$ cat config.mk
export PLATFORM = sky130hd
export DESIGN_NAME = checksummed_frame_deframer_core_flat
export DESIGN_NICKNAME = d
export VERILOG_FILES = /design/src/sv/cfd_pkg.sv /design/src/sv/cfd_if.sv /design/src/sv/cfd_ram.sv /design/src/sv/checksummed_frame_deframer_core.sv /design/src/flat_wrapper.sv
export SDC_FILE = /design/constraint.sdc
export NUM_CORES = 1
export LEC_CHECK = 0
export ABC_AREA = 1
export ABC_CLOCK_PERIOD_IN_PS = 3170
export BUFFER_PORTS_ARGS = -buffer_cell sky130_fd_sc_hd__buf_2
export CORE_ASPECT_RATIO = 1.75
export CORE_MARGIN = 4
export CORE_UTILIZATION = 38
export CTS_CLUSTER_SIZE = 28
export DETAILED_ROUTE_END_ITERATION = 12
export PLACE_DENSITY = 0.5
export SKIP_CTS_REPAIR_TIMING = 1
export SLEW_MARGIN = 20
export SYNTH_ARGS = -nofsm -noshare
export SYNTH_HDL_FRONTEND = slang
export SYNTH_SLANG_ARGS = --single-unit
$ cat constraint.sdc
create_clock -name clk -period 3.17 [get_ports clk]
set_input_delay 0.4755 -clock clk [delete_from_list [all_inputs] [get_ports clk]]
set_output_delay 0.4755 -clock clk [all_outputs]
set_load 0.1 [all_outputs]
$ cat src/sv/cfd_pkg.sv
// Shared constants, register codes and parser states of the frame deframer.
package cfd_pkg;

  localparam int PAYLOAD_BUFFER_BYTES = 64;
  localparam int STORE_ADDR_W = (PAYLOAD_BUFFER_BYTES > 1) ? $clog2(PAYLOAD_BUFFER_BYTES) : 1;
  localparam int BYTE_W = 8;
  localparam int INDEX_W = 6;
  localparam int COUNT_W = 7;
  localparam int LEN_OVERHEAD = 4;
  localparam int CFG_INDEX_W = 1;

  localparam logic [CFG_INDEX_W-1:0] REG_HEADER_FIRST = 1'd0;
  localparam logic [CFG_INDEX_W-1:0] REG_HEADER_SECOND = 1'd1;

  typedef enum logic [2:0] {
    ST_HEAD1,
    ST_HEAD2,
    ST_LEN,
    ST_FUNC,
    ST_DATA,
    ST_EMIT_RD,
    ST_EMIT_WR,
    ST_EMPTY
  } phase_t;

endpackage

$ cat src/sv/cfd_if.sv
// Stream and configuration channel interfaces of the frame deframer.
interface cfd_in_if;
  logic                      valid;
  logic                      ready;
  logic [cfd_pkg::BYTE_W-1:0] rx_byte;

  modport source (output valid, output rx_byte, input ready);
  modport sink (input valid, input rx_byte, output ready);
endinterface

interface cfd_out_if;
  logic                       valid;
  logic                       ready;
  logic [cfd_pkg::BYTE_W-1:0]  function_code;
  logic [cfd_pkg::BYTE_W-1:0]  payload_byte;
  logic [cfd_pkg::INDEX_W-1:0] byte_index;
  logic                       byte_present;
  logic                       last;

  modport source (output valid, output function_code, output payload_byte,
                  output byte_index, output byte_present, output last, input ready);
  modport sink (input valid, input function_code, input payload_byte,
                input byte_index, input byte_present, input last, output ready);
endinterface

interface cfd_cfg_if;
  logic                           valid;
  logic                           ready;
  logic [cfd_pkg::CFG_INDEX_W-1:0] index;
  logic [cfd_pkg::BYTE_W-1:0]      data;

  modport source (output valid, output index, output data, input ready);
  modport sink (input valid, input index, input data, output ready);
endinterface

$ cat src/sv/cfd_ram.sv
// Generic single-write, single-read RAM with registered read data.
module cfd_ram #(
  parameter int WIDTH = 8,
  parameter int DEPTH = 64
) (
  input  logic                                   clk,
  input  logic                                   we,
  input  logic [((DEPTH > 1) ? $clog2(DEPTH) : 1)-1:0] waddr,
  input  logic [WIDTH-1:0]                       wdata,
  input  logic                                   re,
  input  logic [((DEPTH > 1) ? $clog2(DEPTH) : 1)-1:0] raddr,
  output logic [WIDTH-1:0]                       rdata
);

  logic [WIDTH-1:0] mem [DEPTH];

  always_ff @(posedge clk) begin
    if (we) begin
      mem[waddr] <= wdata;
    end
    if (re) begin
      rdata <= mem[raddr];
    end
  end

endmodule

$ cat src/sv/checksummed_frame_deframer_core.sv
// Top level of the checksummed frame deframer.
//
// Usage: received bytes enter on in_ch, one byte per transfer. The block
// hunts for the two header bytes held in the configuration registers, then
// takes a length byte, a function byte and length minus 4 data bytes, the
// last of which is an 8-bit sum checksum. Data bytes go to a payload RAM.
// A good frame leaves on out_ch as one transfer per payload byte, in order,
// with last set on the final one; a frame with only a checksum gives one
// transfer with byte_present low. Bad frames and bad lengths give nothing.
// Flow: in_ch is ready in every parsing state. After the checksum byte of
// a good frame, in_ch is held off while the payload is replayed from the
// RAM: each payload byte is a RAM read, then an output register load; a
// checksum-only frame needs only the load. The replay waits while the
// receiver stalls. The output register keeps its result while out_ch.ready
// is low; once the last transfer is loaded, parsing of new bytes continues.
// Reset: headers return to 0 and the hunt restarts at the first header.
// The RAM is not cleared; every entry read was written in the same frame.
// cfg accepts a write in every cycle.
module checksummed_frame_deframer_core (
  input logic     clk,
  input logic     rst,
  cfd_in_if.sink  in_ch,
  cfd_out_if.source out_ch,
  cfd_cfg_if.sink cfg
);

  cfd_pkg::phase_t state;
  cfd_pkg::phase_t state_next;

  logic [cfd_pkg::BYTE_W-1:0]  header_first;
  logic [cfd_pkg::BYTE_W-1:0]  header_second;
  logic [cfd_pkg::BYTE_W-1:0]  len_field;
  logic [cfd_pkg::BYTE_W-1:0]  frame_func;
  logic [cfd_pkg::COUNT_W-1:0] collect_count;
  logic [cfd_pkg::BYTE_W-1:0]  sum_acc;
  logic [cfd_pkg::INDEX_W-1:0] emit_idx;
  logic [cfd_pkg::INDEX_W-1:0] emit_end;

  logic                       out_valid;
  logic [cfd_pkg::BYTE_W-1:0]  out_func;
  logic [cfd_pkg::BYTE_W-1:0]  out_payload;
  logic [cfd_pkg::INDEX_W-1:0] out_index;
  logic                       out_present;
  logic                       out_last;

  logic                       in_ready;
  logic                       in_xfer;
  logic                       ram_we;
  logic                       ram_re;
  logic                       out_load;
  logic [cfd_pkg::BYTE_W-1:0]  ram_rdata;

  logic [cfd_pkg::BYTE_W-1:0]  data_len;
  logic                       len_bad;
  logic [cfd_pkg::COUNT_W-1:0] count_inc;
  logic                       frame_done;
  logic                       sum_ok;
  logic                       emit_last;

  assign in_xfer    = in_ch.valid && in_ready;
  assign data_len   = (len_field >= cfd_pkg::BYTE_W'(cfd_pkg::LEN_OVERHEAD)) ?
                      len_field - cfd_pkg::BYTE_W'(cfd_pkg::LEN_OVERHEAD) : '0;
  assign len_bad    = (data_len == '0) ||
                      (data_len > cfd_pkg::BYTE_W'(cfd_pkg::PAYLOAD_BUFFER_BYTES));
  assign count_inc  = collect_count + 1'b1;
  assign frame_done = ({1'b0, count_inc} == data_len);
  assign sum_ok     = (sum_acc + header_first + header_second) == in_ch.rx_byte;
  assign emit_last  = (emit_idx == emit_end);

  // next state
  always_comb begin
    state_next = state;
    unique case (state)
      cfd_pkg::ST_HEAD1: begin
        if (in_xfer) begin
          state_next = (in_ch.rx_byte == header_first) ? cfd_pkg::ST_HEAD2 : cfd_pkg::ST_HEAD1;
        end
      end
      cfd_pkg::ST_HEAD2: begin
        if (in_xfer) begin
          state_next = (in_ch.rx_byte == header_second) ? cfd_pkg::ST_LEN : cfd_pkg::ST_HEAD1;
        end
      end
      cfd_pkg::ST_LEN: begin
        if (in_xfer) begin
          state_next = cfd_pkg::ST_FUNC;
        end
      end
      cfd_pkg::ST_FUNC: begin
        if (in_xfer) begin
          state_next = cfd_pkg::ST_DATA;
        end
      end
      cfd_pkg::ST_DATA: begin
        if (in_xfer) begin
          if (len_bad) begin
            state_next = cfd_pkg::ST_HEAD1;
          end else if (frame_done) begin
            if (!sum_ok) begin
              state_next = cfd_pkg::ST_HEAD1;
            end else if (data_len == cfd_pkg::BYTE_W'(1)) begin
              state_next = cfd_pkg::ST_EMPTY;
            end else begin
              state_next = cfd_pkg::ST_EMIT_RD;
            end
          end
        end
      end
      cfd_pkg::ST_EMIT_RD: begin
        state_next = cfd_pkg::ST_EMIT_WR;
      end
      cfd_pkg::ST_EMIT_WR: begin
        if (out_load) begin
          state_next = emit_last ? cfd_pkg::ST_HEAD1 : cfd_pkg::ST_EMIT_RD;
        end
      end
      cfd_pkg::ST_EMPTY: begin
        if (out_load) begin
          state_next = cfd_pkg::ST_HEAD1;
        end
      end
      default: state_next = cfd_pkg::ST_HEAD1;
    endcase
  end

  // control outputs
  always_comb begin
    in_ready = 1'b0;
    ram_we   = 1'b0;
    ram_re   = 1'b0;
    out_load = 1'b0;
    unique case (state) inside
      cfd_pkg::ST_HEAD1, cfd_pkg::ST_HEAD2, cfd_pkg::ST_LEN, cfd_pkg::ST_FUNC: begin
        in_ready = 1'b1;
      end
      cfd_pkg::ST_DATA: begin
        in_ready = 1'b1;
        ram_we   = in_ch.valid && !len_bad;
      end
      cfd_pkg::ST_EMIT_RD: begin
        ram_re = 1'b1;
      end
      cfd_pkg::ST_EMIT_WR, cfd_pkg::ST_EMPTY: begin
        out_load = !out_valid || out_ch.ready;
      end
      default: begin
        in_ready = 1'b0;
      end
    endcase
  end

  always_ff @(posedge clk) begin
    if (rst) begin
      state         <= cfd_pkg::ST_HEAD1;
      header_first  <= '0;
      header_second <= '0;
      len_field     <= '0;
      frame_func    <= '0;
      collect_count <= '0;
      out_valid     <= 1'b0;
    end else begin
      state <= state_next;
      if (cfg.valid) begin
        unique case (cfg.index)
          cfd_pkg::REG_HEADER_FIRST:  header_first <= cfg.data;
          cfd_pkg::REG_HEADER_SECOND: header_second <= cfg.data;
          default: header_first <= header_first;
        endcase
      end
      if (in_xfer && state == cfd_pkg::ST_LEN) begin
        len_field <= in_ch.rx_byte;
      end
      if (in_xfer && state == cfd_pkg::ST_FUNC) begin
        frame_func    <= in_ch.rx_byte;
        collect_count <= '0;
      end
      if (in_xfer && state == cfd_pkg::ST_DATA && !len_bad) begin
        collect_count <= count_inc;
      end
      if (out_load) begin
        out_valid <= 1'b1;
      end else if (out_ch.ready) begin
        out_valid <= 1'b0;
      end
    end
  end

  // running checksum, replay pointer and output payload
  always_ff @(posedge clk) begin
    if (in_xfer) begin
      unique case (state)
        cfd_pkg::ST_LEN: sum_acc <= in_ch.rx_byte;
        cfd_pkg::ST_FUNC: sum_acc <= sum_acc + in_ch.rx_byte;
        cfd_pkg::ST_DATA: begin
          if (!frame_done) begin
            sum_acc <= sum_acc + in_ch.rx_byte;
          end
          emit_idx <= '0;
          emit_end <= cfd_pkg::INDEX_W'(data_len - cfd_pkg::BYTE_W'(2));
        end
        default: sum_acc <= sum_acc;
      endcase
    end
    if (out_load) begin
      out_func <= frame_func;
      if (state == cfd_pkg::ST_EMIT_WR) begin
        out_payload <= ram_rdata;
        out_index   <= emit_idx;
        out_present <= 1'b1;
        out_last    <= emit_last;
        emit_idx    <= emit_idx + 1'b1;
      end else begin
        out_payload <= '0;
        out_index   <= '0;
        out_present <= 1'b0;
        out_last    <= 1'b1;
      end
    end
  end

  cfd_ram #(
    .WIDTH(cfd_pkg::BYTE_W),
    .DEPTH(cfd_pkg::PAYLOAD_BUFFER_BYTES)
  ) u_payload_ram (
    .clk  (clk),
    .we   (ram_we),
    .waddr(collect_count[cfd_pkg::STORE_ADDR_W-1:0]),
    .wdata(in_ch.rx_byte),
    .re   (ram_re),
    .raddr(emit_idx[cfd_pkg::STORE_ADDR_W-1:0]),
    .rdata(ram_rdata)
  );

  assign in_ch.ready          = in_ready;
  assign cfg.ready            = 1'b1;
  assign out_ch.valid         = out_valid;
  assign out_ch.function_code = out_func;
  assign out_ch.payload_byte  = out_payload;
  assign out_ch.byte_index    = out_index;
  assign out_ch.byte_present  = out_present;
  assign out_ch.last          = out_last;

`ifndef SYNTHESIS
  a_emit_in_range: assert property (@(posedge clk) disable iff (rst)
    (state == cfd_pkg::ST_EMIT_RD || state == cfd_pkg::ST_EMIT_WR) |-> emit_idx <= emit_end)
    else $error("replay pointer past end of frame");

  a_emit_continues: assert property (@(posedge clk) disable iff (rst)
    (out_load && state == cfd_pkg::ST_EMIT_WR && !emit_last) |=> state == cfd_pkg::ST_EMIT_RD)
    else $error("replay stopped before last payload byte");

  a_count_below_len: assert property (@(posedge clk) disable iff (rst)
    (state == cfd_pkg::ST_DATA && !len_bad) |-> {1'b0, collect_count} < data_len)
    else $error("collect count reached data length without frame end");

  a_ram_single_port_use: assert property (@(posedge clk) disable iff (rst)
    !(ram_we && ram_re))
    else $error("payload RAM written and read in one cycle");
`endif

endmodule

$ cat src/flat_wrapper.sv
// flat-port wrapper written by rule: the top's interface ports become plain ports
module checksummed_frame_deframer_core_flat 
  (clk, rst, in_ch_valid, in_ch_rx_byte, in_ch_ready, out_ch_valid, out_ch_function_code, out_ch_payload_byte, out_ch_byte_index, out_ch_byte_present, out_ch_last, out_ch_ready, cfg_valid, cfg_index, cfg_data, cfg_ready);
  cfd_in_if in_ch_i ();
  cfd_out_if out_ch_i ();
  cfd_cfg_if cfg_i ();
  input logic clk;
  input logic rst;
  input wire logic [$bits(in_ch_i.valid)-1:0] in_ch_valid;
  input wire logic [$bits(in_ch_i.rx_byte)-1:0] in_ch_rx_byte;
  output wire logic [$bits(in_ch_i.ready)-1:0] in_ch_ready;
  output wire logic [$bits(out_ch_i.valid)-1:0] out_ch_valid;
  output wire logic [$bits(out_ch_i.function_code)-1:0] out_ch_function_code;
  output wire logic [$bits(out_ch_i.payload_byte)-1:0] out_ch_payload_byte;
  output wire logic [$bits(out_ch_i.byte_index)-1:0] out_ch_byte_index;
  output wire logic [$bits(out_ch_i.byte_present)-1:0] out_ch_byte_present;
  output wire logic [$bits(out_ch_i.last)-1:0] out_ch_last;
  input wire logic [$bits(out_ch_i.ready)-1:0] out_ch_ready;
  input wire logic [$bits(cfg_i.valid)-1:0] cfg_valid;
  input wire logic [$bits(cfg_i.index)-1:0] cfg_index;
  input wire logic [$bits(cfg_i.data)-1:0] cfg_data;
  output wire logic [$bits(cfg_i.ready)-1:0] cfg_ready;
  assign in_ch_i.valid = in_ch_valid;
  assign in_ch_i.rx_byte = in_ch_rx_byte;
  assign in_ch_ready = in_ch_i.ready;
  assign out_ch_valid = out_ch_i.valid;
  assign out_ch_function_code = out_ch_i.function_code;
  assign out_ch_payload_byte = out_ch_i.payload_byte;
  assign out_ch_byte_index = out_ch_i.byte_index;
  assign out_ch_byte_present = out_ch_i.byte_present;
  assign out_ch_last = out_ch_i.last;
  assign out_ch_i.ready = out_ch_ready;
  assign cfg_i.valid = cfg_valid;
  assign cfg_i.index = cfg_index;
  assign cfg_i.data = cfg_data;
  assign cfg_ready = cfg_i.ready;
  checksummed_frame_deframer_core u_core (.clk(clk), .rst(rst), .in_ch(in_ch_i), .out_ch(out_ch_i), .cfg(cfg_i));
endmodule
==> results.yml, run 1 <==
hold_path:
  hp-class: "in -> reg"
  hp-start: "cfg_data[4]"
pwr:
  p_sw_share_pct: 21.16
  pwr-share-seq_pct: 54.6
  power_density_nw_per_um2: 553.3
  p_sw_w: 0.003398
  p_total_w: 0.01606
  internal_power_w: 0.01266
  p_leak_nw: 9.789
  vdd_drop_max_mv: 0.3806
  power.share.clock_pct: 42.1
  combPwrFrac_pct: 3.4
global_routing:
  track_usage_pct: 20.85
  grt_max_degree: 145
  antenna_found_initial: 7
  grt_pass1_wl_um: 111200
  grt_pass1_vias: 17000
  grt-ovfl-total: 0
floorplan:
  core_area_um2: 66310
  start_util_pct: 38.31
  die_area_um2: 71220
  num_io_pins: 49
  fp.dieH_um: 350.0
  rows: 125
  die_width_um: 203.5
worst_setup_path:
  rr_endpoint: "u_core.state[1]$_SDFFE_PP0P_"
  crit_end: "u_core.state[1]$_SDFFE_PP0P_"
  rr_startpoint: "u_core.sum_acc[1]$_DFFE_PP_"
  start_kind: "flip-flop"
  required_ns: 3.70
  worstSetupPathType: "reg -> reg"
  end_kind: "flip-flop"
  startpoint: "u_core.sum_acc[1]$_DFFE_PP_"
  worstPathArrival_ns: 3.48
  rrSetupSlack_ns: 0.22
  r2r_cells: 13
  crit_fanout: 3
routing:
  postRouteWirelength_um: 75700
  drc: 0
  detail_route.wl_per_cell_um: 24.36
  ant_nets: 0
  dr.first_iter.drc_count: 1620
  vias_per_cell: 5.458
  dr.pass1.iters: 8
  vias: 16960
placement:
  post-place-ws_ns: 0.1921
  hpwlAfterDp_um: 48980
  place.gp.congestion: 0.9418
  io_buffers: 47
  post-place-cells: 3009
clock_tree:
  clockBufferDepth: 3
  clock-root-buffer: "clkbuf_16"
  clk_pin_slew_ns: 0.07
  numCtsBuffers: 54
  clock_latency_ns: 0.62
  numClockSinks: 607
  htree_num_levels: 2
  cts_tree: "yes"
timing:
  fin_setup_tns_ns: 0
  worst_slack_ns: 0.2235
  worst_clock_skew_ns: 0.03143
  max_freq_ghz: 0.3394
  post-route-min-period_ns: 2.947
  rsz0062_at_grt: "no"
  slew_viol_final: 0
  period_share_pct: 92.95
  hold_viol: 0
  worst_pin_slew_ns: 1.007
  setup_violations: 0
  slew_headroom_pct: 32.85
final_layout:
  synthToLayoutAreaGrowth_pct: 14.23
  postLayoutCoreUtil_pct: 43.76
  nets: 2225
  drive_gt1_share_pct: 12.89
  stdcell_count: 3108
yosys:
  yosys_warnings: 0
  syn-num-nets: 2134
  ys_types: 46
  synth_area_um2: 25400
  synthCells: 2085
  yosysSeqAreaShare_pct: 69.82
  synth_edf_count: 558
  syn_area_per_cell_um2: 12.18
  ys_seq_elements: 607
  synth-main-ff-cell: "edfxtp_1"
  ys_async_sr_fraction_pct: 0
outcome:
  status: "finished, final reports clean"
run:
  maxCapViolations: 0
## metal layers
metal,up-vias,GRT usage (%),wire (um),part of all wire [%]
li1,7830,-,-,-
met1,8451,23.82,28310,37
met2,518,38.94,40470,53
met3,165,2.108,2868,3.8
met4,0,9.850,4046,5.3
met5,-,0,0,0
## power by group through the flow
| stage | clock, W | combinational [W] | sequential (W) |
|---|---|---|---|
| after floorplan | 0 | 0.000262 | 0.00893 |
| after global placement | 0 | 0.000550 | 0.00894 |
| after detailed placement | 0 | 0.000547 | 0.00894 |
| after CTS | 0.00689 | 0.000549 | 0.00876 |
| after global routing | 0.00719 | 0.000591 | 0.00876 |
| final | 0.00675 | 0.000543 | 0.00876 |
## flip-flops by register name, summed over array words and instances (netlist names)
name                         flops
u_core.out_ch.byte_index         6
u_core.out_ch.function_code      8
u_core.frame_func                8
u_core.sum_acc                   8
u_core.emit_end                  6
u_core.out_ch.valid              1
u_core.u_payload_ram.mem       512
u_core.u_payload_ram.rdata       8
u_core.collect_count             7
u_core.out_ch.byte_present       1
u_core.emit_idx                  6
u_core.out_ch.last               1
u_core.header_first              8
u_core.out_ch.payload_byte       8
u_core.state                     3
u_core.len_field                 8
u_core.header_second             8
## cell families after synthesis
| family | Yosys count | synth area share [%] |
|---|---|---|
| and+or+nand+nor | 665 | 11.01 |
| DFF | 607 | 69.82 |
| AOI/OAI and AO/OA | 512 | 12.08 |
| buffers and inverters | 217 | 3.428 |
| xor gates and xnor gates | 32 | 1.103 |
| adders and majority gates | 27 | 1.596 |
| muxes | 24 | 0.9456 |
| other | 1 | 0.01476 |
## per-stage QoR
stage               hold WS (ns)  cell area (um2)
global placement          0.4176            27210
global route              0.1171            29020
finish                    0.1117            29020
CTS                      0.08754            29000
floorplan                 0.4086            25400
detailed placement        0.4203            27210
## Yosys cell counts (all sizes together) (20+ instances only)
| cell | instances | share of area [%] |
|---|---|---|
| o211ai | 57 | 1.7 |
| clkbuf | 91 | 1.3 |
| nand2 | 152 | 2.3 |
| o22ai | 59 | 1.5 |
| inv | 86 | 1.3 |
| buf | 36 | 0.75 |
| edfxtp | 558 | 66 |
| nor2 | 377 | 5.7 |
| dfxtp | 49 | 3.9 |
| xor2 | 20 | 0.69 |
| nand3 | 103 | 2.2 |
| a21oi | 44 | 0.87 |
| o21ai | 273 | 5.4 |
| o221ai | 73 | 2.5 |
| mux2i | 24 | 0.95 |
## worst min path at each step
stage / slack, ns / end / cells after the start
after global placement: 0.42 / u_core.out_ch.function_code[2]$_DFFE_PP_ / 0
after CTS: 0.09 / u_core.header_first[7]$_SDFFE_PP0P_ / 3
after floorplan: 0.41 / u_core.out_ch.function_code[0]$_DFFE_PP_ / 0
final: 0.11 / u_core.header_first[4]$_SDFFE_PP0P_ / 3
after detailed placement: 0.42 / u_core.out_ch.function_code[7]$_DFFE_PP_ / 0
after global routing: 0.12 / u_core.header_first[4]$_SDFFE_PP0P_ / 3
## cell type report
cell class              instances  area [um2]
diodes                          1       2.502
clock buffers                  69        1479
clock inverters                29       306.5
fillers                      6217       37290
inverters                      90       344.1
multi-input cells            1261        6830
flip-flops and latches        607       17750
well taps                     889        1112
repair buffers                162        1199
## placed cells by master, fill, tap and decap left out, types with 47 or more instances in the layout
master and instances:
buf_2 47, buf_4 107, clkbuf_16 55, edfxtp_1 558, inv_1 78, nand2_1 148, nand3_1 98, nor2_1 367
o211ai_1 57, o21ai_0 270, o221ai_1 73, o22ai_1 59
## critical path: stages (launching register included)
cell	delay (ns)
edfxtp_1	0.48
fa_1	0.50
ha_1	0.23
fa_1	0.49
xor2_1	0.15
nor3_1	0.17
nand3_1	0.10
nor2_1	0.09
nand3_1	0.07
nor2_1	0.12
nand2_1	0.10
o21ai_0	0.14
nand2_1	0.07
a21oi_1	0.14
Power figures use the tool's default switching activity.
==> run 2, diff against run 1 <==
- ABC_AREA: 1 -> unset
- CORE_UTILIZATION: 38 -> 40
- CTS_CLUSTER_DIAMETER: unset -> 120
- PLACE_DENSITY: 0.5 -> 0.52
==> run 2 against run 1 <==
  * Cell area down 3.9%
  * Core utilization grew 1.2 points
  * Sequential cell count did not move
  * Power decreased by 15%
  * Synthesized cell count shrank 35%
  * Non-clock buffer count rose by 39
  * Sequential power barely moved
  * Area after synthesis fell by 1.6%
  * Critical path type unchanged
==> results.yml, run 2 <==
pwr:
  vdd_drop_max_mv: 0.5009
  power_density_nw_per_um2: 486.4
  p_total_w: 0.01357
  p_leak_nw: 8.785
routing:
  ant_nets: 0
  dr.pass1.iters: 5
  dr.first_iter.drc_count: 1002
  postRouteWirelength_um: 64650
  vias_per_cell: 5.472
  vias: 12680
  drc: 0
  detail_route.wl_per_cell_um: 27.89
worst_setup_path:
  end_kind: "flip-flop"
  worstSetupPathType: "reg -> reg"
  start_kind: "flip-flop"
  required_ns: 3.50
  rr_startpoint: "u_core.len_field[2]$_SDFFE_PP0P_"
  rr_endpoint: "u_core.sum_acc[0]$_DFFE_PP_"
  r2r_cells: 10
  rrSetupSlack_ns: 0.15
  crit_fanout: 8
  worstPathArrival_ns: 3.35
timing:
  worst_clock_skew_ns: 0.02491
  hold_slack_ns: 0.09928
  slew_headroom_pct: 36.54
  hold_viol: 0
  post-route-min-period_ns: 3.019
  max_freq_ghz: 0.3313
  worst_pin_slew_ns: 0.9519
  setup_violations: 0
  fin_setup_tns_ns: 0
  period_share_pct: 95.23
  slew_viol_final: 0
  rsz0062_at_grt: "no"
clock_tree:
  htree_num_levels: 1
  clock-root-buffer: "clkbuf_16"
  clk_pin_slew_ns: 0.12
  clockBufferDepth: 3
  cts_tree: "yes"
  numClockSinks: 607
  clock_latency_ns: 0.61
  numCtsBuffers: 25
final_layout:
  drive_gt1_share_pct: 28.21
  final_area_um2: 27900
  final_common_cell: "edfxtp_1"
  layout_common_cells: "edfxtp_1 (558), mux4_2 (168), buf_4 (143)"
  nets: 1548
  largest_register_ffs: 512
  stdcell_count: 2318
  synthToLayoutAreaGrowth_pct: 11.61
  largest_register: "u_core.u_payload_ram.mem"
yosys:
  synth_common_cells: "edfxtp_1 (558), mux4_2 (168), nor2_1 (101)"
  ys_seq_elements: 607
  syn_area_per_cell_um2: 18.41
  synth-main-ff-cell: "edfxtp_1"
  yosys_warnings: 0
  yosysMostFrequentCell: "edfxtp_1"
  synth_top_area_share_pct: 67.02
  syn-num-nets: 1407
  synth.area.top_cells: "edfxtp_1 (67%), mux4_2 (15%), dfxtp_1 (3.9%), nor2_1 (1.5%), a21oi_1 (1.0%)"
  ys_async_sr_fraction_pct: 0
  synth_edf_count: 558
  yosysSeqAreaShare_pct: 70.95
  ys_types: 69
  synthCells: 1358
  synth_area_um2: 25000
  synth_top_cell_by_area: "edfxtp_1"
global_routing:
  antenna_found_initial: 4
  grt_pass1_wl_um: 93810
  grt_max_degree: 71
  grt_pass1_vias: 13480
  track_usage_pct: 19.25
  grt-ovfl-total: 0
run:
  maxCapViolations: 0
floorplan:
  core_area_um2: 62070
  start_util_pct: 40.28
  die_width_um: 197.0
  fp.dieH_um: 338.7
  die_area_um2: 66720
  rows: 121
  num_io_pins: 49
hold_path:
  holdPathStages: 3
  hp-start: "cfg_data[7]"
  hold_end: "u_core.header_first[7]$_SDFFE_PP0P_"
  hp-class: "in -> reg"
placement:
  post-place-cells: 2268
  hpwlAfterDp_um: 45410
  io_buffers: 47
  placedInstanceArea_um2: 27100
  place.gp.congestion: 0.8264
outcome:
  status: "finished, final reports clean"
run 2: changes by cell type in the layout (fill, tap and decap cells not counted), sizes merged, moves of 25 or more:
cell	previous run	this run
clkbuf	69	44
inv	87	19
nand2	152	66
nand3	103	28
buf	162	201
mux4	0	168
o221ai	73	2
o22ai	59	2
o211ai	57	1
o21ai	273	13
nor2	377	101
run 2: worst max path at each step:
stage                                startpoint                                         to  slack, ns  depth (start not counted)
4_1_cts        u_core.len_field[3]$_SDFFE_PP0P_  u_core.u_payload_ram.mem[22][6]$_DFFE_PP_       0.03                         11
2_1_floorplan  u_core.len_field[2]$_SDFFE_PP0P_                u_core.sum_acc[0]$_DFFE_PP_       0.02                         11
5_1_grt             u_core.sum_acc[1]$_DFFE_PP_               u_core.state[1]$_SDFFE_PP0P_       0.02                         11
3_5_place_dp   u_core.len_field[3]$_SDFFE_PP0P_  u_core.u_payload_ram.mem[22][0]$_DFFE_PP_       0.07                         11
3_3_place_gp   u_core.len_field[2]$_SDFFE_PP0P_                u_core.sum_acc[7]$_DFFE_PP_       0.08                         10
6_report       u_core.len_field[2]$_SDFFE_PP0P_                u_core.sum_acc[0]$_DFFE_PP_       0.15                         10
run 2: layer usage:
metal	vias to the layer above	share of wire (%)	global-route usage, %
met2	225	57	36.82
met4	0	3.7	6.881
met1	6757	37	22.25
li1	5631	-	-
met5	-	0	0
met3	70	2.5	1.561
run 2: per-stage QoR:
stage | setup slack [ns] | util [%]
finish | 0.1512 | 44.95
global route | 0.02230 | 44.95
CTS | 0.03100 | 44.80
detailed placement | 0.07431 | 43.65
global placement | 0.08202 | 43.65
floorplan | 0.01765 | -
run 2: final cells by class:
class	instances	area [um2]
Multi-Input combinational cell	646	6889
Sequential cell	607	17750
Antenna cell	2	5.005
Clock inverter	1	11.26
Inverter	18	67.56
Clock buffer	44	696.9
Timing Repair Buffer	201	1485
Fill cell	5398	34170
Tap cell	799	999.7
run 2: where the power goes:
group / internal, W / switching [W] / total (W)
clock: 0.00152 / 0.00238 / 0.00390
combinational: 0.000374 / 0.000527 / 0.000901
sequential: 0.00874 / 0.0000334 / 0.00877
run 2: cell families (layout without fill, tap and decap cells):
logic type,after synthesis,count (layout),synth area share [%]
buffers and inverters,105,264,1.707
other,1,3,0.01500
DFF,607,607,70.95
xor gates and xnor gates,58,58,2.087
muxes,180,180,15.63
and+or+nand+nor,276,276,5.370
adders and majority gates,27,27,1.622
AOI/OAI and AO/OA,104,104,2.623
run 2: worst max-delay path, cell delays in order (launching register included):
cell	delay, ns
dfxtp_1	0.35
inv_2	0.07
ha_2	0.23
or3b_4	0.41
or4_1	0.49
o211a_1	0.14
a32o_1	0.23
o2111a_1	0.19
nand3b_1	0.17
a21boi_1	0.22
buf_4	0.23
==> run 3, diff against run 2 <==
- ABC_CLOCK_PERIOD_IN_PS: 3170 -> 2900
- clock period: 3.17 -> 2.9 ns (I/O delays scaled with it)
==> run 3 against run 2 <==
  * Count of clock-buffer cells in the layout did not move
  * Clock skew is 0.028 ns higher
  * Fmax rose by 4.9%
  * Cell area grew 3.0%
  * Sequential share of layout area down 1.8 points
  * First-iteration DRC count down 3.4%
  * Worst hold slack got worse by 0.024 ns
  * Sequential cell count is the same
  * Register-to-register slack worse by 0.13 ns
  * Clock power is 9.7% higher
  * Highest routed layer unchanged
  * Cell count is 1.1% higher
  * Via count increased by 0.99%
==> results.yml, run 3 (synthesized netlist as in run 2, its figures left out) <==
outcome:
  status: "finished, final reports clean"
routing:
  met3_length_um: 1657
  dr.pass1.iters: 7
  detail_route.wl_per_cell_um: 27.45
  vias_per_cell: 5.464
  wl_met1_um: 24010
  routed-wl-met2_um: 36850
  ant_nets: 0
  drc: 0
  postRouteWirelength_um: 64340
  dr.first_iter.drc_count: 968
  vias: 12810
  highest_layer: "met4"
timing:
  post-route-min-period_ns: 2.879
  worst_clock_skew_ns: 0.05322
  rsz0062_at_grt: "yes"
  max_freq_ghz: 0.3474
  slew_headroom_pct: 38.62
  hold_viol: 0
  setup_violations: 0
  period_share_pct: 99.27
  worst_pin_slew_ns: 0.9206
  fin_setup_tns_ns: 0
  slew_viol_final: 0
  hold_slack_ns: 0.07494
global_routing:
  grt_pass1_vias: 13500
  grt_pass1_wl_um: 93830
  grt_max_degree: 68
  grt-ovfl-total: 0
  antenna_found_initial: 10
  track_usage_pct: 19.22
worst_setup_path:
  start_kind: "flip-flop"
  rr_startpoint: "u_core.len_field[3]$_SDFFE_PP0P_"
  rrSetupSlack_ns: 0.02
  slowest_delay_ns: 0.39
  end_kind: "flip-flop"
  slowest_stage: "or3_1"
  cp_top_family: "simple AND/OR/NAND/NOR gates"
  crit_chain: "buf_4 -> or3_1 -> a31oi_4 -> nor3_4 -> or3_4 -> a21oi_4 -> and2b_2 -> nand3b_4 -> buf_12 -> nor2_2 -> buf_6"
  worstPathArrival_ns: 3.19
  worstSetupPathType: "reg -> reg"
  r2r_cells: 11
  crit_fanout: 8
  path_buf_inv: 3
  rr_endpoint: "u_core.u_payload_ram.mem[42][3]$_DFFE_PP_"
  required_ns: 3.21
final_layout:
  nets: 1574
  final_common_cell: "edfxtp_1"
  drive_gt1_share_pct: 32.45
  final_area_um2: 28730
  largest_register: "u_core.u_payload_ram.mem"
  layout_common_cells: "edfxtp_1 (558), mux4_2 (168), buf_4 (112)"
  synthToLayoutAreaGrowth_pct: 14.91
  largest_register_ffs: 512
hold_path:
  hold_end: "u_core.header_first[6]$_SDFFE_PP0P_"
  hp-class: "in -> reg"
  hp-start: "cfg_data[6]"
  holdPathStages: 3
floorplan:
  rows: 121
  num_io_pins: 49
  die_area_um2: 66720
  fp.dieH_um: 338.7
  start_util_pct: 40.28
  die_width_um: 197.0
  core_area_um2: 62070
pwr:
  p_leak_nw: 9.121
  vdd_drop_max_mv: 0.5866
  p_total_w: 0.01490
  power_density_nw_per_um2: 518.8
clock_tree:
  clock-root-buffer: "clkbuf_16"
  htree_num_levels: 1
  clock_latency_ns: 0.63
  numCtsBuffers: 25
  clk_pin_slew_ns: 0.12
  numClockSinks: 607
  cts_tree: "yes"
  clockBufferDepth: 3
placement:
  io_buffers: 47
  hpwlAfterDp_um: 44990
  placedInstanceArea_um2: 27490
  place.gp.congestion: 0.8647
run:
  maxCapViolations: 0
run 3: layer usage:
layer	up-vias	global-route usage [%]
met4	0	5.160
met3	71	1.581
met5	-	0
li1	5693	-
met2	226	37.21
met1	6818	22.58
run 3: power breakdown:
part / leakage, nW / total [W] / switching, W / internal (W)
clock: 0.341 / 0.00428 / 0.00261 / 0.00167
sequential: 5.41 / 0.00958 / 0.0000303 / 0.00955
combinational: 3.37 / 0.00105 / 0.000586 / 0.000459
total: 9.12 / 0.0149 / 0.00322 / 0.0117
run 3: through the flow:
| step | setup slack, ns | util [%] | std cells |
|---|---|---|---|
| after floorplan | -0.1498 | - | 1358 |
| after global placement | -0.1582 | 44.29 | 2291 |
| after detailed placement | -0.1477 | 44.29 | 2291 |
| after CTS | -0.2093 | 45.44 | 2337 |
| after global routing | -0.08586 | 46.28 | 2343 |
| final | 0.02131 | 46.28 | 2344 |
run 3: worst register-to-register path: stages (launching register included):
cell      delay [ns]
dfxtp_2         0.35
buf_4           0.13
or3_1           0.39
a31oi_4         0.23
nor3_4          0.06
or3_4           0.39
a21oi_4         0.19
and2b_2         0.28
nand3b_4        0.11
buf_12          0.17
nor2_2          0.12
buf_6           0.18
run 3: worst max path at each step:
stage / from / end / slack (ns) / cells after the start
after floorplan: u_core.len_field[2]$_SDFFE_PP0P_ / u_core.u_payload_ram.mem[29][0]$_DFFE_PP_ / -0.15 / 11
after global placement: u_core.len_field[2]$_SDFFE_PP0P_ / u_core.u_payload_ram.mem[60][3]$_DFFE_PP_ / -0.16 / 11
after detailed placement: u_core.len_field[2]$_SDFFE_PP0P_ / u_core.u_payload_ram.mem[60][3]$_DFFE_PP_ / -0.15 / 11
after CTS: u_core.len_field[2]$_SDFFE_PP0P_ / u_core.u_payload_ram.mem[60][7]$_DFFE_PP_ / -0.21 / 11
after global routing: u_core.len_field[3]$_SDFFE_PP0P_ / u_core.u_payload_ram.mem[56][7]$_DFFE_PP_ / -0.09 / 12
final: u_core.len_field[3]$_SDFFE_PP0P_ / u_core.u_payload_ram.mem[42][3]$_DFFE_PP_ / 0.02 / 11
run 3: area by class of cell:
type | count | area [um2]
clock buffer | 44 | 696.9
fill | 5420 | 33340
tap | 799 | 999.7
clock inverter | 2 | 20.02
inverter | 18 | 70.07
sequential | 607 | 17750
antenna | 1 | 2.502
multi-input combinational | 646 | 7137
timing repair buffer | 227 | 2048
